## config.mk

```make
export PLATFORM = sky130hd
export DESIGN_NAME = json_string_unescape_utf8_top
export DESIGN_NICKNAME = d
export VERILOG_FILES = /design/src/hw/rtl/jsu_pkg.sv /design/src/hw/rtl/jsu_front.sv /design/src/hw/rtl/jsu_fifo.sv /design/src/hw/rtl/jsu_back.sv /design/src/hw/rtl/json_string_unescape_utf8_top.sv
export SDC_FILE = /design/constraint.sdc
export NUM_CORES = 1
export LEC_CHECK = 0
export ABC_AREA = 1
export BUFFER_PORTS_ARGS = -buffer_cell sky130_fd_sc_hd__buf_2
export CAP_MARGIN = 0
export CORE_UTILIZATION = 63
export DETAILED_ROUTE_END_ITERATION = 8
export PLACE_DENSITY = 0.8
export SYNTH_ARGS = -nofsm -noshare
export SYNTH_HDL_FRONTEND = slang
export SYNTH_HIERARCHICAL = 1
export SYNTH_SLANG_ARGS = --single-unit
export TNS_END_PERCENT = 20
```

## constraint.sdc

```tcl
create_clock -name clk -period 5.8 [get_ports clk]
set_input_delay 1.74 -clock clk [delete_from_list [all_inputs] [get_ports clk]]
set_output_delay 1.74 -clock clk [all_outputs]
set_load 0.05 [all_outputs]
```

## src/hw/rtl/jsu_pkg.sv

```systemverilog
// Shared types and codes for the JSON string unescape block.
`default_nettype none
package jsu_pkg;

  // Result kinds
  localparam logic [1:0] KIND_DATA  = 2'd0;
  localparam logic [1:0] KIND_CLOSE = 2'd1;
  localparam logic [1:0] KIND_ERR   = 2'd2;

  // Error codes
  localparam logic [2:0] ERR_NONE      = 3'd0;
  localparam logic [2:0] ERR_NO_QUOTE  = 3'd1;
  localparam logic [2:0] ERR_UNCLOSED  = 3'd2;
  localparam logic [2:0] ERR_ESC_CUT   = 3'd3;
  localparam logic [2:0] ERR_HEX_CUT   = 3'd4;
  localparam logic [2:0] ERR_CONTROL   = 3'd5;
  localparam logic [2:0] ERR_BAD_ESC   = 3'd6;
  localparam logic [2:0] ERR_BAD_HEX   = 3'd7;

  // Request queue between front and back
  localparam int QDEPTH = 4;
  localparam int QAW    = $clog2(QDEPTH);

  // Maximum data bytes one input byte can cause
  localparam int MAXB = 6;

  // One decoded request: data bytes, then an optional close or error result
  typedef struct packed {
    logic [MAXB-1:0][7:0] bytes;
    logic [2:0]           nbytes;
    logic                 term_en;
    logic [1:0]           term_kind;
    logic [2:0]           term_err;
  } jsu_cmd_t;

endpackage
`default_nettype wire

```

## src/hw/rtl/jsu_front.sv

```systemverilog
// Front part: parses the string byte by byte and builds at most one request per accepted byte.
`default_nettype none
module jsu_front (
  input  wire logic             clk,
  input  wire logic             rst_n,
  input  wire logic             in_valid,
  input  wire logic [7:0]       in_byte,
  input  wire logic             in_end_of_text,
  input  wire logic             q_full,
  output logic                  in_stall,
  output logic                  push,
  output jsu_pkg::jsu_cmd_t     cmd
);
  import jsu_pkg::*;

  localparam logic [2:0] PH_IDLE = 3'd0;
  localparam logic [2:0] PH_BODY = 3'd1;
  localparam logic [2:0] PH_ESC  = 3'd2;
  localparam logic [2:0] PH_HEX  = 3'd3;

  typedef struct packed {
    logic [3:0][7:0] bytes;
    logic [2:0]      len;
  } utf8_t;

  // Encode a code point as one to four UTF-8 bytes, first byte at index 0
  function automatic utf8_t enc(input logic [20:0] cp);
    utf8_t r;
    r.bytes = '0;
    if (cp < 21'h80) begin
      r.bytes[0] = cp[7:0];
      r.len = 3'd1;
    end else if (cp < 21'h800) begin
      r.bytes[0] = {3'b110, cp[10:6]};
      r.bytes[1] = {2'b10, cp[5:0]};
      r.len = 3'd2;
    end else if (cp < 21'h10000) begin
      r.bytes[0] = {4'b1110, cp[15:12]};
      r.bytes[1] = {2'b10, cp[11:6]};
      r.bytes[2] = {2'b10, cp[5:0]};
      r.len = 3'd3;
    end else begin
      r.bytes[0] = {5'b11110, cp[20:18]};
      r.bytes[1] = {2'b10, cp[17:12]};
      r.bytes[2] = {2'b10, cp[11:6]};
      r.bytes[3] = {2'b10, cp[5:0]};
      r.len = 3'd4;
    end
    return r;
  endfunction

  logic [2:0]  phase_r, phase_nxt;
  logic [1:0]  cnt_r, cnt_nxt;
  logic [11:0] acc_r, acc_nxt;
  logic [9:0]  held_r, held_nxt;
  logic        held_valid_r, held_valid_nxt;

  logic        accept;
  logic        eot;
  logic        hex_ok;
  logic [3:0]  hex_d;
  logic [15:0] cp_full;
  logic        flush_req, flush;
  logic        main_en, main_raw;
  logic [20:0] main_cp;
  logic        fail_en;
  logic [2:0]  fail_code;
  logic        close_en;
  utf8_t       flush_enc, main_enc;
  logic [3:0][7:0] main_bytes;
  logic [2:0]  main_len;

  assign in_stall = q_full;
  assign accept   = in_valid && !q_full;
  assign eot      = in_end_of_text;

  // Classify a hex digit
  always_comb begin
    hex_ok = 1'b1;
    hex_d  = 4'd0;
    if (in_byte >= 8'h30 && in_byte <= 8'h39) begin
      hex_d = 4'(in_byte - 8'h30);
    end else if (in_byte >= 8'h61 && in_byte <= 8'h66) begin
      hex_d = 4'(in_byte - 8'h57);
    end else if (in_byte >= 8'h41 && in_byte <= 8'h46) begin
      hex_d = 4'(in_byte - 8'h37);
    end else begin
      hex_ok = 1'b0;
    end
  end

  assign cp_full = {acc_r, hex_d};

  // Parse step: next state and what this byte produces
  always_comb begin
    phase_nxt      = phase_r;
    cnt_nxt        = cnt_r;
    acc_nxt        = acc_r;
    held_nxt       = held_r;
    held_valid_nxt = held_valid_r;
    flush_req      = 1'b0;
    main_en        = 1'b0;
    main_raw       = 1'b0;
    main_cp        = '0;
    fail_en        = 1'b0;
    fail_code      = ERR_NONE;
    close_en       = 1'b0;
    unique case (phase_r)
      PH_BODY: begin
        if (eot) begin
          fail_en = 1'b1; fail_code = ERR_UNCLOSED;
        end else if (in_byte == 8'h5C) begin
          phase_nxt = PH_ESC;
        end else begin
          flush_req = 1'b1;
          if (in_byte == 8'h22) begin
            close_en  = 1'b1;
            phase_nxt = PH_IDLE;
          end else if (in_byte < 8'h20) begin
            fail_en = 1'b1; fail_code = ERR_CONTROL;
          end else begin
            main_en  = 1'b1;
            main_raw = 1'b1;
          end
        end
      end
      PH_ESC: begin
        if (eot) begin
          fail_en = 1'b1; fail_code = ERR_ESC_CUT;
        end else if (in_byte == 8'h75) begin
          phase_nxt = PH_HEX;
          cnt_nxt   = '0;
          acc_nxt   = '0;
        end else begin
          flush_req = 1'b1;
          phase_nxt = PH_BODY;
          main_en   = 1'b1;
          unique case (in_byte)
            8'h22, 8'h5C, 8'h2F: main_cp = {13'd0, in_byte};
            8'h62:               main_cp = 21'h08;
            8'h66:               main_cp = 21'h0C;
            8'h6E:               main_cp = 21'h0A;
            8'h72:               main_cp = 21'h0D;
            8'h74:               main_cp = 21'h09;
            default: begin
              main_en = 1'b0;
              fail_en = 1'b1; fail_code = ERR_BAD_ESC;
            end
          endcase
        end
      end
      PH_HEX: begin
        if (eot) begin
          fail_en = 1'b1; fail_code = ERR_HEX_CUT;
        end else if (!hex_ok) begin
          fail_en = 1'b1; fail_code = ERR_BAD_HEX;
        end else if (cnt_r == 2'd3) begin
          cnt_nxt   = '0;
          acc_nxt   = '0;
          phase_nxt = PH_BODY;
          if (held_valid_r && cp_full[15:10] == 6'b110111) begin
            // join the pair into one supplementary code point
            main_en        = 1'b1;
            main_cp        = 21'h10000 + {1'b0, held_r, cp_full[9:0]};
            held_valid_nxt = 1'b0;
            held_nxt       = '0;
          end else begin
            flush_req      = 1'b1;
            held_valid_nxt = 1'b0;
            held_nxt       = '0;
            if (cp_full[15:10] == 6'b110110) begin
              held_nxt       = cp_full[9:0];
              held_valid_nxt = 1'b1;
            end else begin
              main_en = 1'b1;
              main_cp = {5'd0, cp_full};
            end
          end
        end else begin
          cnt_nxt = cnt_r + 2'd1;
          acc_nxt = {acc_r[7:0], hex_d};
        end
      end
      default: begin
        phase_nxt = PH_IDLE;
        if (!eot && in_byte == 8'h22) begin
          phase_nxt      = PH_BODY;
          cnt_nxt        = '0;
          acc_nxt        = '0;
          held_valid_nxt = 1'b0;
          held_nxt       = '0;
        end else begin
          fail_en = 1'b1; fail_code = ERR_NO_QUOTE;
        end
      end
    endcase
    // any error flushes the held surrogate and returns to idle
    if (fail_en) begin
      flush_req = 1'b1;
      phase_nxt = PH_IDLE;
      cnt_nxt   = '0;
      acc_nxt   = '0;
    end
    if (flush_req && !(phase_r == PH_HEX && !fail_en)) begin
      held_valid_nxt = 1'b0;
      held_nxt       = '0;
    end
  end

  assign flush     = flush_req && held_valid_r;
  assign flush_enc = enc({5'd0, 6'b110110, held_r});
  assign main_enc  = enc(main_cp);

  // Pick raw pass-through or encoded bytes
  always_comb begin
    if (main_raw) begin
      main_bytes    = '0;
      main_bytes[0] = in_byte;
      main_len      = 3'd1;
    end else begin
      main_bytes = main_enc.bytes;
      main_len   = main_enc.len;
    end
  end

  // Assemble the request: held bytes first, then this byte's output
  always_comb begin
    cmd.bytes     = '0;
    cmd.nbytes    = '0;
    cmd.term_en   = fail_en || close_en;
    cmd.term_kind = fail_en ? KIND_ERR : KIND_CLOSE;
    cmd.term_err  = fail_code;
    if (flush) begin
      cmd.bytes[0] = flush_enc.bytes[0];
      cmd.bytes[1] = flush_enc.bytes[1];
      cmd.bytes[2] = flush_enc.bytes[2];
      if (main_en) begin
        cmd.bytes[3] = main_bytes[0];
        cmd.bytes[4] = main_bytes[1];
        cmd.bytes[5] = main_bytes[2];
        cmd.nbytes   = 3'd3 + main_len;
      end else begin
        cmd.nbytes = 3'd3;
      end
    end else if (main_en) begin
      cmd.bytes[0] = main_bytes[0];
      cmd.bytes[1] = main_bytes[1];
      cmd.bytes[2] = main_bytes[2];
      cmd.bytes[3] = main_bytes[3];
      cmd.nbytes   = main_len;
    end
  end

  assign push = accept && (flush || main_en || fail_en || close_en);

  // Advance parse state on each accepted byte
  always_ff @(posedge clk) begin
    if (!rst_n) begin
      phase_r      <= PH_IDLE;
      cnt_r        <= '0;
      acc_r        <= '0;
      held_r       <= '0;
      held_valid_r <= 1'b0;
    end else if (accept) begin
      phase_r      <= phase_nxt;
      cnt_r        <= cnt_nxt;
      acc_r        <= acc_nxt;
      held_r       <= held_nxt;
      held_valid_r <= held_valid_nxt;
    end
  end

endmodule
`default_nettype wire

```

## src/hw/rtl/jsu_fifo.sv

```systemverilog
// Short request queue between the parsing front and the output back.
`default_nettype none
module jsu_fifo (
  input  wire logic              clk,
  input  wire logic              rst_n,
  input  wire logic              push,
  input  wire jsu_pkg::jsu_cmd_t wdata,
  input  wire logic              pop,
  output jsu_pkg::jsu_cmd_t      head,
  output logic                   full,
  output logic                   empty
);
  import jsu_pkg::*;

  jsu_cmd_t       mem_r [QDEPTH];
  logic [QAW-1:0] wptr_r, rptr_r;
  logic [QAW:0]   count_r;

  assign full  = (count_r == (QAW+1)'(QDEPTH));
  assign empty = (count_r == '0);
  assign head  = mem_r[rptr_r];

  // Store a pushed request
  always_ff @(posedge clk) begin
    if (push) begin
      mem_r[wptr_r] <= wdata;
    end
  end

  // Advance pointers and occupancy
  always_ff @(posedge clk) begin
    if (!rst_n) begin
      wptr_r  <= '0;
      rptr_r  <= '0;
      count_r <= '0;
    end else begin
      if (push) wptr_r <= wptr_r + 1'b1;
      if (pop)  rptr_r <= rptr_r + 1'b1;
      if (push && !pop)      count_r <= count_r + 1'b1;
      else if (pop && !push) count_r <= count_r - 1'b1;
    end
  end

endmodule
`default_nettype wire

```

## src/hw/rtl/jsu_back.sv

```systemverilog
// Back part: walks each queued request and sends its results one per cycle while the output is not stalled.
`default_nettype none
module jsu_back (
  input  wire logic              clk,
  input  wire logic              rst_n,
  input  wire jsu_pkg::jsu_cmd_t head,
  input  wire logic              empty,
  output logic                   pop,
  output logic                   out_valid,
  input  wire logic              out_stall,
  output logic [7:0]             out_byte,
  output logic [1:0]             out_kind,
  output logic [2:0]             out_error_code,
  output logic                   out_last
);
  import jsu_pkg::*;

  logic [2:0] idx_r;
  logic       valid_r;
  logic [7:0] byte_r, byte_nxt;
  logic [1:0] kind_r, kind_nxt;
  logic [2:0] err_r, err_nxt;
  logic       last_r, last_nxt;
  logic       move;
  logic [2:0] total;

  assign total = head.nbytes + {2'd0, head.term_en};
  assign move  = !empty && (!valid_r || !out_stall);
  assign pop   = move && last_nxt;

  // Select the result at the current position
  always_comb begin
    last_nxt = (idx_r == total - 3'd1);
    if (idx_r < head.nbytes) begin
      byte_nxt = head.bytes[idx_r];
      kind_nxt = KIND_DATA;
      err_nxt  = ERR_NONE;
    end else begin
      byte_nxt = 8'd0;
      kind_nxt = head.term_kind;
      err_nxt  = (head.term_kind == KIND_ERR) ? head.term_err : ERR_NONE;
    end
  end

  // Load the output register and step through the request
  always_ff @(posedge clk) begin
    if (!rst_n) begin
      valid_r <= 1'b0;
      idx_r   <= '0;
    end else begin
      if (move) begin
        valid_r <= 1'b1;
        idx_r   <= last_nxt ? 3'd0 : idx_r + 3'd1;
      end else if (!out_stall) begin
        valid_r <= 1'b0;
      end
    end
  end

  // Hold payload while stalled
  always_ff @(posedge clk) begin
    if (move) begin
      byte_r <= byte_nxt;
      kind_r <= kind_nxt;
      err_r  <= err_nxt;
      last_r <= last_nxt;
    end
  end

  assign out_valid      = valid_r;
  assign out_byte       = byte_r;
  assign out_kind       = kind_r;
  assign out_error_code = err_r;
  assign out_last       = last_r;

endmodule
`default_nettype wire

```

## src/hw/rtl/json_string_unescape_utf8_top.sv

```systemverilog
// Top level of the streaming JSON string unescaper with UTF-8 output.
// Takes one text byte per cycle unless the request queue is full, and emits
// one result per cycle unless the output is stalled. A byte that causes at
// most one result (plain characters and the closing quote with no high
// surrogate held, errors with nothing held, hex digits before the fourth)
// sustains one byte per cycle while the output is not stalled. A byte that
// completes an escape, or that follows a held high surrogate, can yield up to
// six results, which leave through a single output register. A four-entry
// request queue between the parser and the output absorbs these bursts, so
// the input stalls only when the queue fills. Bytes that cause no result
// (opening quote, backslash, hex digits before the fourth, a fourth digit
// that completes a high surrogate with none held) enter and leave the parser
// without using the queue, and the results of other bytes pass through it.
`default_nettype none
module json_string_unescape_utf8_top (
  input  wire logic       clk,
  input  wire logic       rst_n,
  input  wire logic       in_valid,
  output logic            in_stall,
  input  wire logic [7:0] in_byte,
  input  wire logic       in_end_of_text,
  output logic            out_valid,
  input  wire logic       out_stall,
  output logic [7:0]      out_byte,
  output logic [1:0]      out_kind,
  output logic [2:0]      out_error_code,
  output logic            out_last
);
  import jsu_pkg::*;

  jsu_cmd_t push_cmd, head_cmd;
  logic     push, pop, q_full, q_empty;

  jsu_front u_front (
    .clk            (clk),
    .rst_n          (rst_n),
    .in_valid       (in_valid),
    .in_byte        (in_byte),
    .in_end_of_text (in_end_of_text),
    .q_full         (q_full),
    .in_stall       (in_stall),
    .push           (push),
    .cmd            (push_cmd)
  );

  jsu_fifo u_fifo (
    .clk   (clk),
    .rst_n (rst_n),
    .push  (push),
    .wdata (push_cmd),
    .pop   (pop),
    .head  (head_cmd),
    .full  (q_full),
    .empty (q_empty)
  );

  jsu_back u_back (
    .clk            (clk),
    .rst_n          (rst_n),
    .head           (head_cmd),
    .empty          (q_empty),
    .pop            (pop),
    .out_valid      (out_valid),
    .out_stall      (out_stall),
    .out_byte       (out_byte),
    .out_kind       (out_kind),
    .out_error_code (out_error_code),
    .out_last       (out_last)
  );

endmodule
`default_nettype wire

```

==> impl_results.md <==
* Worst-path fanout max at 16
* Setup violators final at 0
* Multi-input gate area at 4920 µm²
* Slew @ Worst Pin at 0.957 ns
* Worst Skew at 0.0207 ns
* CP required at 6.24 ns
* Core Region at 21,300 µm²
* Critical Path Source: in_byte[0]
* Post-CTS resize count at 0
* Worst path slowest cell: fa_1
* Height of the chip at 150 µm
* Clk buf depth at 3
* P&R area growth vs syn at 8.62%
* Critical Path Sink: u_fifo/count_r[1]
* Syn Area/Cell at 9.67 µm²
* Cells along the critical path: buf_2 > inv_1 > ha_1 > inv_1 > nor3_1 > nand2_1 > nand2_1 > nor2_2 > nand3_2 > nand3_2 > nand2_2 > o21ai_0 > nor2_1 > a21oi_1 > buf_4 > ha_1 > inv_1 > fa_1 > o21ai_0 > nor2_1
* Slew headroom at 36.2%
* Via count at 10,600
* Yosys warns at 6
* Max Cap Viol at 0
* WHS at 0.452 ns
* DRC violations left at 0
* Total Nets Final at 1,479
* # IOs at 29
* DR WL met3 at 2.67 mm
* Post-synth EDFFs at 242
* Pleak at 5.78 nW
* Main synth FF type: edfxtp_1
* TritonCTS clock tree: yes
* # fillers at 1,575
* Share of layout cells above drive strength 1 at 11.1%
* Drt pass-1 iters at 5
* # diodes at 0
* WS Path Type: primary input to register
* TritonCTS Buffers at 28
* R2R depth at 19
* Final period util at 80.3%
* Register bit total from synthesis at 282
* Startpoint Class: primary input
* Die area at 22,600 µm²
* Highest metal used: met4
* Asr flop ratio synth at 0%
* Worst skew pair latency at 0.56 ns
* Register cell area after layout at 8070 µm²
* Minimum clock period at 4.66 ns
* CTS Sinks at 282
* DRT iter0 DRCs at 1,170
* Number of global-route vias before repair at 9,986
* DPL Wire Length at 22.5 mm
* Post-route setup TNS at 0 ns
* WL met2 at 16.6 mm
* Remaining Overflow, GRT at 0
* Cell mode on critical path: inv_1
* Post-Synthesis Cells at 1,434
* Root Buffer: clkbuf_16
* Tightest Hold Check Type: register to register
* Final ANT Viol Nets at 0
* Setup bufs post-CTS at 0
* Gp weighted congestion at 0.951
* Chip width at 150 µm
* M1 WL at 13.6 mm
* RSZ-0062 raised after global routing: no
* PwrDens at 414 nW/µm²
* Final Hold Viols at 0
* Global-route wire length before repair at 53.2 mm
* CTS H-tree lvls at 1
* Std-Cell Rows at 53
* Worst-path clk slew at 0.06 ns
* Initial core utilization at 65.2%
* Largest stage delay, worst path at 0.41 ns
* F_max at 215 MHz
* Outcome: complete, no violations
* Antenna violations before repair at 0
* Mapped cell area at 13,900 µm²
* Crit end category: register
* R2R setup slack at 2.28 ns
* Cell variety after synth at 55
* R2r endpoint: u_fifo/count_r[1]
* CTS Hold Bufs at 0
* DR WL/cell at 19.4 µm
* Via/cell ratio at 6.09
* Largest net degree at the start of global routing at 91
* Total track usage at 30.6%
* WL final at 33.7 mm
* I/O Buffers at 28
* Final Max Tran Viols at 0
* Post-synthesis sequential area ratio at 58.2%
* Crit path DAT at 5.10 ns
* Peak supply drop at 304 µV
-- registers in the layout (all words and copies together), names as in the netlist, named ones only --
signal,count
u_back/out_kind,2
u_fifo/rptr_r,2
u_fifo/count_r,3
u_fifo/mem_r,228
u_back/out_valid,1
u_front/phase_r,2
u_back/out_last,1
u_fifo/wptr_r,2
u_front/held_valid_r,1
u_back/out_error_code,3
u_front/cnt_r,2
u_front/held_r,10
u_back/out_byte,8
u_front/acc_r,12
u_back/idx_r,3
-- synth_stat cells, types with 6 or more instances --
master | number | area (µm²)
inv_1 | 91 | 342
a21oi_1 | 49 | 245
nand3_1 | 84 | 420
ha_1 | 21 | 263
o22ai_1 | 62 | 388
nand2_4 | 6 | 67.6
o21ai_1 | 34 | 170
o21ai_0 | 146 | 731
nand4_1 | 22 | 138
nor2_1 | 223 | 837
inv_2 | 11 | 41.3
buf_2 | 20 | 100
nor3_1 | 10 | 50.1
edfxtp_1 | 242 | 7270
buf_6 | 16 | 180
nand2_1 | 237 | 890
clkbuf_1 | 22 | 82.6
nand2_2 | 12 | 75.1
dfxtp_1 | 40 | 801
o21a_1 | 8 | 60.1
nand3_2 | 9 | 90.1
buf_4 | 11 | 82.6
-- per-layer routing --
| metal | vias to the layer above | track usage, % |
|---|---|---|
| met3 | 62 | 3.70 |
| met5 | - | 0 |
| met4 | 0 | 10.5 |
| met2 | 512 | 51.6 |
| met1 | 5011 | 41.2 |
| li1 | 5006 | - |
-- worst max-delay path: cells and delay by family --
| kind | cells | cell delay [ns] |
|---|---|---|
| compound gates | 3 | 0.59 |
| fa+ha+maj | 3 | 0.79 |
| buf+inv | 5 | 0.60 |
| simple gates | 9 | 1.38 |
-- worst min path at each step --
| stage | start | endpoint | slack (ns) | cells past startpoint |
|---|---|---|---|---|
| floorplan | u_fifo/rptr_r[1] | register | 0.41 | 1 |
| CTS | u_fifo/rptr_r[1] | register | 0.44 | 1 |
| global placement | u_fifo/rptr_r[1] | register | 0.41 | 1 |
| detailed placement | u_fifo/rptr_r[1] | register | 0.43 | 1 |
| finish | u_fifo/rptr_r[1] | register | 0.45 | 1 |
| global route | u_fifo/rptr_r[1] | register | 0.46 | 1 |
-- through the flow --
step                      instances  instance area [µm²]  util [%]  setup slack, ns  power [mW]
after detailed placement       1689                14100      66.3            0.665        4.44
final                          1740                15100      70.8             1.14        6.24
after CTS                      1740                15100      70.8             1.22        6.25
after global placement         1689                14100      66.3            0.781        4.37
after global routing           1740                15100      70.8            0.855        6.54
after floorplan                1437                13900         -            0.724        4.02
-- where the power goes --
part | switching, mW | internal, mW
clock | 0.753 | 1.08
sequential | 0.112 | 2.52
combinational | 1.30 | 0.484
-- cell type report --
cell class	count	share of cell area (%)
timing repair buffer	49	2.47
tap	275	2.28
clock buffer	36	5.12
sequential	282	53.6
multi-input combinational	976	32.7
clock inverter	15	1.16
inverter	107	2.73
-- cell families after synthesis --
logic type | Yosys count | share of synthesized area, %
AOI/OAI and AO/OA | 320 | 13.0
and+or+nand+nor | 625 | 20.0
other | 1 | 0.0270
buffers and inverters | 179 | 6.46
adders and majority gates | 22 | 2.04
DFF | 282 | 58.2
xor gates and xnor gates | 5 | 0.316
-- placed cells by master (no fill, tap or decap), types with 34 or more instances in the layout --
| cell | count |
|---|---|
| o22ai_1 | 62 |
| nand3_1 | 84 |
| o21ai_1 | 34 |
| nand2_1 | 237 |
| dfxtp_1 | 38 |
| nor2_1 | 223 |
| o21ai_0 | 146 |
| a21oi_1 | 49 |
| inv_1 | 87 |
| edfxtp_1 | 242 |
Note: power is estimated with default switching activity, not from simulation.
